<file path="src/rtl/srdg_pkg.sv">
package srdg_pkg;

  localparam int DELAY_W     = 16;
  localparam int COUNT_WIDTH = 16;
  // Remainder and divisor hold 4*count-1
  localparam int REM_W       = COUNT_WIDTH + 2;
  // Dividend 2*prev + rem
  localparam int NUM_W       = ((REM_W > DELAY_W + 1) ? REM_W : DELAY_W + 1) + 1;
  localparam int DIV_CNT_W   = $clog2(NUM_W);
  localparam int CFG_IDX_W   = 3;
  localparam int S_TDATA_W   = 8;
  localparam int M_TDATA_W   = 16;

  localparam logic [CFG_IDX_W-1:0] REG_TOTAL_STEPS  = 3'd0;
  localparam logic [CFG_IDX_W-1:0] REG_ACCEL_COUNT  = 3'd1;
  localparam logic [CFG_IDX_W-1:0] REG_CRUISE_STEPS = 3'd2;
  localparam logic [CFG_IDX_W-1:0] REG_FIRST_DELAY  = 3'd3;
  localparam logic [CFG_IDX_W-1:0] REG_CRUISE_DELAY = 3'd4;

  localparam logic [DELAY_W-1:0] DELAY_RESET = 16'hFFFF;
  localparam logic [DELAY_W-1:0] DELAY_MIN   = 16'd2;
  localparam logic [DELAY_W-1:0] DELAY_MAX   = 16'hFFFF;

  typedef enum logic [1:0] {
    ST_IDLE,
    ST_EVAL,
    ST_DIV,
    ST_WRITE
  } state_t;

  typedef struct packed {
    logic load;
    logic start_div;
    logic commit;
  } cmd_t;

  typedef struct packed {
    logic need_div;
    logic div_done;
    logic out_free;
  } status_t;

endpackage

</file>
<file path="src/rtl/stepper_ramp_delay_generator.sv">
// Stepper ramp delay generator: one timer reload value per request.
// Configure over cfg_we/cfg_addr/cfg_wdata while idle: 0 total_steps,
// 1 accel_count, 2 cruise_steps, 3 first_delay, 4 cruise_delay.
// Request channel (s_*): s_tdata[0] = restart; 1 starts a new move at step 0,
// 0 asks for the next step. Result channel (m_*): m_tdata = delay,
// m_tlast marks the zero terminator sent after the final step.
// One request is in flight at a time. Cruise steps, the first accel step
// and the terminator pass from the accepting edge through the EVAL and
// WRITE states to the output register; accel and decel steps also pass
// through the bit-serial divider (19 quotient bits, one per cycle) that
// evaluates floor((2*prev + rem) / (4n - 1)).
// A new request is taken as soon as the previous result is in the output
// register, even while the receiver holds m_tready low; if the receiver
// still stalls when the next result is ready, the block waits with that
// result until the output register frees up.
// Reset (rst, synchronous) loads the register defaults and leaves the block
// with no move running: requests without restart return the terminator.
module stepper_ramp_delay_generator (
  input  logic                              clk,
  input  logic                              rst,
  // configuration write port
  input  logic                              cfg_we,
  input  logic [srdg_pkg::CFG_IDX_W-1:0]    cfg_addr,
  input  logic [srdg_pkg::DELAY_W-1:0]      cfg_wdata,
  // request channel
  input  logic                              s_tvalid,
  output logic                              s_tready,
  input  logic [srdg_pkg::S_TDATA_W-1:0]    s_tdata,   // [0] restart, [7:1] zero
  // result channel
  output logic                              m_tvalid,
  input  logic                              m_tready,
  output logic [srdg_pkg::M_TDATA_W-1:0]    m_tdata,   // [15:0] delay
  output logic                              m_tlast
);
  import srdg_pkg::*;

  cmd_t    cmd;
  status_t status;

  // control sequencing: accept, classify, divide, hand off
  srdg_ctrl u_ctrl (
    .clk      (clk),
    .rst      (rst),
    .in_valid (s_tvalid),
    .in_ready (s_tready),
    .status   (status),
    .cmd      (cmd)
  );

  // move state, phase decode, divider and output register
  srdg_dp u_dp (
    .clk       (clk),
    .rst       (rst),
    .cfg_we    (cfg_we),
    .cfg_addr  (cfg_addr),
    .cfg_wdata (cfg_wdata),
    .restart   (s_tdata[0]),
    .cmd       (cmd),
    .status    (status),
    .out_valid (m_tvalid),
    .out_ready (m_tready),
    .out_delay (m_tdata),
    .out_last  (m_tlast)
  );

  // terminator always carries a zero delay
  assert property (@(posedge clk) disable iff (rst)
    m_tvalid && m_tlast |-> m_tdata == '0)
    else $error("terminator with nonzero delay");

  // a regular step never reports a zero delay
  assert property (@(posedge clk) disable iff (rst)
    m_tvalid && !m_tlast |-> m_tdata != '0)
    else $error("zero delay on a regular step");

  // only one request in flight
  assert property (@(posedge clk) disable iff (rst)
    s_tvalid && s_tready |=> !s_tready)
    else $error("request accepted while busy");

  // results are only written after a request was taken
  assert property (@(posedge clk) disable iff (rst)
    cmd.commit |-> !s_tready)
    else $error("result written while idle");

endmodule

</file>
<file path="src/rtl/srdg_div.sv">
module srdg_div (
  input  logic                          clk,
  input  logic                          rst,
  input  logic                          start,
  input  logic [srdg_pkg::NUM_W-1:0]    dividend,
  input  logic [srdg_pkg::REM_W-1:0]    divisor,
  output logic [srdg_pkg::NUM_W-1:0]    quotient,
  output logic [srdg_pkg::REM_W-1:0]    remainder,
  output logic                          done
);
  import srdg_pkg::*;

  logic                 busy;
  logic [DIV_CNT_W-1:0] cnt;
  logic [REM_W-1:0]     acc;
  logic [NUM_W-1:0]     quo;
  logic [REM_W-1:0]     dvs;
  logic [REM_W:0]       shifted;
  logic [REM_W:0]       diff;
  logic                 ge;

  // restoring division, one quotient bit per cycle
  assign shifted = {acc, quo[NUM_W-1]};
  assign ge      = shifted >= {1'b0, dvs};
  assign diff    = shifted - {1'b0, dvs};

  always_ff @(posedge clk) begin
    if (rst) begin
      busy <= 1'b0;
      done <= 1'b0;
      cnt  <= '0;
    end else begin
      done <= 1'b0;
      if (start) begin
        busy <= 1'b1;
        cnt  <= '0;
      end else if (busy) begin
        cnt <= cnt + 1'b1;
        if (cnt == DIV_CNT_W'(NUM_W - 1)) begin
          busy <= 1'b0;
          done <= 1'b1;
        end
      end
    end
  end

  always_ff @(posedge clk) begin
    if (start) begin
      acc <= '0;
      quo <= dividend;
      dvs <= divisor;
    end else if (busy) begin
      acc <= ge ? diff[REM_W-1:0] : shifted[REM_W-1:0];
      quo <= {quo[NUM_W-2:0], ge};
    end
  end

  assign quotient  = quo;
  assign remainder = acc;

endmodule

</file>
<file path="src/rtl/srdg_dp.sv">
module srdg_dp (
  input  logic                              clk,
  input  logic                              rst,
  input  logic                              cfg_we,
  input  logic [srdg_pkg::CFG_IDX_W-1:0]    cfg_addr,
  input  logic [srdg_pkg::DELAY_W-1:0]      cfg_wdata,
  input  logic                              restart,
  input  srdg_pkg::cmd_t                    cmd,
  output srdg_pkg::status_t                 status,
  output logic                              out_valid,
  input  logic                              out_ready,
  output logic [srdg_pkg::DELAY_W-1:0]      out_delay,
  output logic                              out_last
);
  import srdg_pkg::*;

  logic [COUNT_WIDTH-1:0] total_steps;
  logic [COUNT_WIDTH-1:0] accel_count;
  logic [COUNT_WIDTH-1:0] cruise_steps;
  logic [DELAY_W-1:0]     first_delay;
  logic [DELAY_W-1:0]     cruise_delay;

  logic [COUNT_WIDTH-1:0] step_index;
  logic [DELAY_W-1:0]     previous_delay;
  logic [REM_W-1:0]       carry_remainder;
  logic                   move_done;

  logic                   is_term;
  logic                   in_accel;
  logic                   in_cruise;
  logic                   first_step;
  logic                   need_div;
  logic [COUNT_WIDTH:0]   accel_cruise_end;
  logic [COUNT_WIDTH-1:0] div_base;
  logic [REM_W-1:0]       divisor;
  logic [NUM_W-1:0]       dividend;
  logic [NUM_W-1:0]       quotient;
  logic [REM_W-1:0]       div_rem;
  logic                   div_done;
  logic [NUM_W-1:0]       grow_sum;
  logic [DELAY_W-1:0]     d_raw;
  logic [DELAY_W-1:0]     d_fin;

  always_ff @(posedge clk) begin
    if (rst) begin
      total_steps  <= '0;
      accel_count  <= '0;
      cruise_steps <= '0;
      first_delay  <= DELAY_RESET;
      cruise_delay <= DELAY_RESET;
    end else if (cfg_we) begin
      unique case (cfg_addr)
        REG_TOTAL_STEPS:  total_steps  <= cfg_wdata[COUNT_WIDTH-1:0];
        REG_ACCEL_COUNT:  accel_count  <= cfg_wdata[COUNT_WIDTH-1:0];
        REG_CRUISE_STEPS: cruise_steps <= cfg_wdata[COUNT_WIDTH-1:0];
        REG_FIRST_DELAY:  first_delay  <= cfg_wdata;
        REG_CRUISE_DELAY: cruise_delay <= cfg_wdata;
        default: ;
      endcase
    end
  end

  // phase decode
  assign is_term          = move_done || (step_index >= total_steps);
  assign in_accel         = step_index < accel_count;
  assign accel_cruise_end = {1'b0, accel_count} + {1'b0, cruise_steps};
  assign in_cruise        = !in_accel && ({1'b0, step_index} < accel_cruise_end);
  assign first_step       = step_index == '0;
  assign need_div         = !is_term && !in_cruise && !(in_accel && first_step);

  // accel divides by 4i-1, decel by 4m-1 with m steps left
  assign div_base = in_accel ? step_index : total_steps - step_index;
  assign divisor  = {div_base, 2'b00} - REM_W'(1);
  assign dividend = NUM_W'({previous_delay, 1'b0}) + NUM_W'(carry_remainder);

  srdg_div u_div (
    .clk       (clk),
    .rst       (rst),
    .start     (cmd.start_div),
    .dividend  (dividend),
    .divisor   (divisor),
    .quotient  (quotient),
    .remainder (div_rem),
    .done      (div_done)
  );

  assign grow_sum = NUM_W'(previous_delay) + quotient;

  always_comb begin
    priority if (in_accel && first_step) begin
      d_raw = first_delay;
    end else if (in_accel) begin
      d_raw = (quotient >= NUM_W'(previous_delay)) ? '0
            : previous_delay - quotient[DELAY_W-1:0];
    end else if (in_cruise) begin
      d_raw = cruise_delay;
    end else begin
      d_raw = (grow_sum > NUM_W'(DELAY_MAX)) ? DELAY_MAX : grow_sum[DELAY_W-1:0];
    end
  end

  assign d_fin = (d_raw == '0) ? DELAY_MIN : d_raw;

  always_ff @(posedge clk) begin
    if (rst) begin
      step_index      <= '0;
      previous_delay  <= '0;
      carry_remainder <= '0;
      move_done       <= 1'b1;
      out_valid       <= 1'b0;
    end else begin
      if (cmd.load && restart) begin
        step_index      <= '0;
        carry_remainder <= '0;
        previous_delay  <= first_delay;
        move_done       <= 1'b0;
      end
      if (cmd.commit) begin
        if (is_term) begin
          move_done <= 1'b1;
        end else begin
          previous_delay <= d_fin;
          step_index     <= step_index + 1'b1;
          if (in_accel && first_step) begin
            carry_remainder <= '0;
          end else if (need_div) begin
            carry_remainder <= div_rem;
          end
        end
      end
      if (cmd.commit) begin
        out_valid <= 1'b1;
      end else if (out_ready) begin
        out_valid <= 1'b0;
      end
    end
  end

  always_ff @(posedge clk) begin
    if (cmd.commit) begin
      out_delay <= is_term ? '0 : d_fin;
      out_last  <= is_term;
    end
  end

  assign status.need_div = need_div;
  assign status.div_done = div_done;
  assign status.out_free = !out_valid || out_ready;

endmodule

</file>
<file path="src/rtl/srdg_ctrl.sv">
module srdg_ctrl (
  input  logic                clk,
  input  logic                rst,
  input  logic                in_valid,
  output logic                in_ready,
  input  srdg_pkg::status_t   status,
  output srdg_pkg::cmd_t      cmd
);
  import srdg_pkg::*;

  state_t state;
  state_t state_next;

  always_ff @(posedge clk) begin
    if (rst) begin
      state <= ST_IDLE;
    end else begin
      state <= state_next;
    end
  end

  always_comb begin
    state_next = state;
    cmd        = '0;
    in_ready   = 1'b0;
    unique case (state)
      ST_IDLE: begin
        in_ready = 1'b1;
        if (in_valid) begin
          cmd.load   = 1'b1;
          state_next = ST_EVAL;
        end
      end
      ST_EVAL: begin
        if (status.need_div) begin
          cmd.start_div = 1'b1;
          state_next    = ST_DIV;
        end else begin
          state_next = ST_WRITE;
        end
      end
      ST_DIV: begin
        if (status.div_done) begin
          state_next = ST_WRITE;
        end
      end
      ST_WRITE: begin
        if (status.out_free) begin
          cmd.commit = 1'b1;
          state_next = ST_IDLE;
        end
      end
      default: state_next = ST_IDLE;
    endcase
  end

endmodule
</file>
<file path="config.mk">
export PLATFORM = sky130hd
export DESIGN_NAME = stepper_ramp_delay_generator
export DESIGN_NICKNAME = d
export VERILOG_FILES = /design/src/rtl/srdg_pkg.sv /design/src/rtl/stepper_ramp_delay_generator.sv /design/src/rtl/srdg_div.sv /design/src/rtl/srdg_dp.sv /design/src/rtl/srdg_ctrl.sv
export SDC_FILE = /design/constraint.sdc
export NUM_CORES = 1
export LEC_CHECK = 0
export BUFFER_PORTS_ARGS = -buffer_cell sky130_fd_sc_hd__buf_2
export CAP_MARGIN = 5
export CORE_MARGIN = 1
export CORE_UTILIZATION = 25
export DETAILED_ROUTE_END_ITERATION = 8
export PLACE_DENSITY = 0.36
export REMOVE_ABC_BUFFERS = 1
export SLEW_MARGIN = 20
export SYNTH_ARGS = -nofsm -noshare
export SYNTH_HDL_FRONTEND = slang
export SYNTH_SLANG_ARGS = --single-unit
</file>
<file path="constraint.sdc">
create_clock -name clk -period 8.5 [get_ports clk]
set_clock_uncertainty 0.15 [all_clocks]
set_input_delay 0.85 -clock clk [delete_from_list [all_inputs] [get_ports clk]]
set_output_delay 0.85 -clock clk [all_outputs]
set_load 0.02 [all_outputs]
</file>
==> flow_metrics.tcl <==
set metrics [dict create \
    status "complete, no violations" \
    yosys_warnings 0 \
    synthAdderAreaFrac 0.134 \
    reg2regPathDepth 23 \
    cts-resized-gates 0 \
    design.core.area_um2 58000 \
    switchingPower_uw 1360 \
    worst_path_dominant_cell_family "compound AO/OA/AOI/OAI gates" \
    start_util 0.255 \
    clock-sinks 211 \
    hold_start "u_dp.cruise_steps[2]" \
    min_period_over_period 0.758 \
    dp.cells 2604 \
    synth_area_um2 14800 \
    die_area_um2 60100 \
    syn_inst 1864 \
    min_to "u_dp.cruise_steps[2]" \
    n_antenna_cell 0 \
    antenna_found_initial 3 \
    clockBufferDepth 3 \
    ir_drop_mv 0.138 \
    ant_nets 0 \
    rrSetupSlack_ns 2.06 \
    synth_top_area_frac 0.215 \
    die_y_um 245 \
    die-width_um 245 \
    path_class "flop to flop" \
    rsz0062_at_grt "false" \
    power_density_nw_per_um2 217 \
    yosysUniqueCellTypes 78 \
    post_drt_wl_per_cell_um 19.3 \
    io_buffers 43 \
    power_frac_comb 0.331 \
    drt-pass1-iter-count 6 \
    cts_hold_buf 0 \
    cp_common_cell "a21oi_1" \
    fmax_mhz 155 \
    power_frac_seq 0.346 \
    synth.yosys.seq_area_share 0.321 \
    via_per_inst 4.91 \
    synth_top_family_by_area "compound AO/OA/AOI/OAI gates" \
    reg2reg_from "u_dp.accel_count[1]" \
    grt_remaining_overflow 0 \
    drive_above_1_share 0.0683 \
    worstMarginPinSlew_ns 1.15 \
    async_flop_share 0 \
    postCtsSetupBuffers 0 \
    cap_viol_max_count 0 \
    yosysTopAreaCell "dfxtp_1" \
    place_congestion 0.835 \
    grt_max_degree 76 \
    crit_path_end_kind "flop" \
    num_io_pins 51 \
    grt_pass1_vias 12890 \
    synth_ff_type "dfxtp_1" \
    p_int_uw 2260 \
    final-max-slew-violation-count 0 \
    hold_viol_final 0 \
    dp.final_hpwl_um 39000 \
    worst_path_max_delay_cell "nor3_1" \
    synth_xor_area_frac 0.0533 \
    slew_headroom 0.224 \
    final_nets 2057 \
    power_leakage_uw 0.00673 \
    critical-path-max-stage-delay_ns 0.62 \
    syn_to_final_growth_pct 12.7 \
    numCtsBuffers 28 \
    grt_usage 0.171 \
    swShare 0.375 \
    holdWs_ns 0.315 \
    insertion_delay_ns 0.57 \
    postSynthAreaPerCell_um2 7.94 \
    htree_levels 1 \
    nFillCells 6288 \
    rows 88 \
    layout_common_cells "nand2_1, nor2_1, a21oi_1" \
    startpoint_type "flop" \
    cts_tree "done" \
    setup_viol 0 \
    crit_chain "ha_1, a21o_1, a21oi_1, o21bai_1, a21oi_1, nor2b_1, o21a_1, o31a_1, o41ai_1, o21bai_1, a21oi_1, xor2_1, ha_1, nand2_1, nor2_1, nand3_1, a31oi_1, nand2_1, nor3_1, a31oi_1, a2111oi_2, nand4_1, a21oi_1" \
    clkTransAtPathRegs_ns 0.06 \
    finalWirelength_um 51200 \
    root_buffer "clkbuf_16" \
    synth-simple-area-share 0.209 \
    crit_fanout 12 \
    muxShareOfSynthArea 0.0132 \
    cp.required_ns 8.74 \
    synth_seq_cells 211 \
    finalCriticalPeriod_ns 6.44 \
    setup_tns_ns 0 \
    synth_compound_area_frac 0.212 \
    vias 13036 \
    crit_buf_inv 0 \
    fin_cells 2655 \
    synth_edf_count 52 \
    synthTopCellsByArea "dfxtp_1, ha_1, edfxtp_1" \
    arrival_ns 6.68 \
    hp-class "flop to flop" \
    layout_commonest_cell "nand2_1" \
    drt_iter0_drc 998 \
    timing.rr.end "u_dp.out_delay[1]" \
    grt_pass1_wl_um 79400 \
    drc 0 \
    holdPathStages 2 \
    pwr-share-clk 0.323 \
]
kinds of logic (layout without fill, tap and decap cells):
kind of cell               after synthesis  in the layout
AOI/OAI and AO/OA                      500            500
DFF                                    211            211
buffers and inverters                  217            243
muxes                                   19             19
and+or+nand+nor                        671            671
adders and majority gates              156            156
xor gates and xnor gates                90             90
flip-flops by register name, indices dropped and copies added (netlist names):
name,flops
u_dp.u_div.cnt,5
u_dp.u_div.remainder,18
u_dp.out_delay,16
u_dp.total_steps,16
u_dp.previous_delay,16
u_dp.u_div.dvs,16
u_dp.carry_remainder,18
u_ctrl.state,2
u_dp.cruise_delay,16
u_dp.out_valid,1
u_dp.move_done,1
u_dp.first_delay,16
u_dp.u_div.busy,1
u_dp.out_last,1
u_dp.cruise_steps,16
u_dp.step_index,16
u_dp.accel_count,16
u_dp.u_div.quotient,19
u_dp.u_div.done,1
per-layer routing:
layer | track usage | wire length (µm) | vias up
met5 | 0 | 0 | -
met4 | 0.0417 | 1060 | 0
met2 | 0.260 | 21700 | 197
met1 | 0.253 | 26400 | 6195
li1 | - | - | 6596
met3 | 0.0229 | 2080 | 48
tightest hold or removal path: stages, from the launching register on:
cell     delay [ns]
dfxtp_1        0.31
nand2_1        0.05
a21oi_1        0.05
worst max path at each step:
stage | start | end | depth (start not counted) | slack, ns
after detailed placement | u_dp.accel_count[1] | u_dp.out_delay[1] | 23 | 2.01
final | u_dp.accel_count[1] | u_dp.out_delay[1] | 23 | 2.06
after floorplan | u_dp.accel_count[15] | u_dp.u_div.dvs[17] | 12 | 2.79
after global placement | u_dp.accel_count[1] | u_dp.out_delay[1] | 23 | 2.03
after global routing | u_dp.accel_count[1] | u_dp.out_delay[1] | 23 | 1.43
after CTS | u_dp.accel_count[1] | u_dp.out_delay[1] | 23 | 1.98
through the flow:
stage | power, µW | util | worst slack [ns] | instance area, µm²
detailed placement | 2470 | 0.272 | 2.01 | 15800
finish | 3620 | 0.287 | 2.06 | 16700
global placement | 2470 | 0.272 | 2.03 | 15800
global route | 3850 | 0.287 | 1.43 | 16700
CTS | 3670 | 0.287 | 1.98 | 16700
floorplan | 2080 | - | 2.79 | 14400
power by group through the flow:
stage	Sequential [µW]	Clock [µW]	Combinational (µW)
floorplan	1220	0	856
global placement	1280	0	1190
detailed placement	1280	0	1190
CTS	1260	1210	1200
global route	1270	1240	1340
finish	1250	1170	1200
synth_stat cells, types with 5 or more instances:
cell type,n
and3_1,19
a211o_1,6
nor2_1,189
nand4_1,22
dfxtp_1,159
nand2_1,247
a21o_1,17
o31a_1,6
nor2b_1,14
ha_1,151
inv_2,7
o21a_1,15
mux2i_1,18
and2_1,11
a211oi_1,50
nand3b_1,35
buf_2,14
o21bai_1,15
xnor2_1,63
xor2_1,27
or3_1,8
nor3_1,36
o211ai_1,5
a22oi_1,20
a21oi_1,178
edfxtp_1,52
clkbuf_1,66
nand2b_1,16
nand3_1,40
o21ai_0,78
inv_1,123
fa_1,5
o31ai_1,23
o21ai_1,22
nor4_1,14
a31oi_1,16
layout make-up:
cell class                      instances  area [µm²]  share of cell area
Inverter                              131         492              0.0295
Multi-Input combinational cell       1436        9230               0.554
Timing Repair Buffer                   61         353              0.0212
Sequential cell                       211        4740               0.285
Clock buffer                           43         840              0.0504
Tap cell                              765         957              0.0574
Clock inverter                          8        48.8             0.00293
Note: power is estimated with default switching activity, not from simulation.
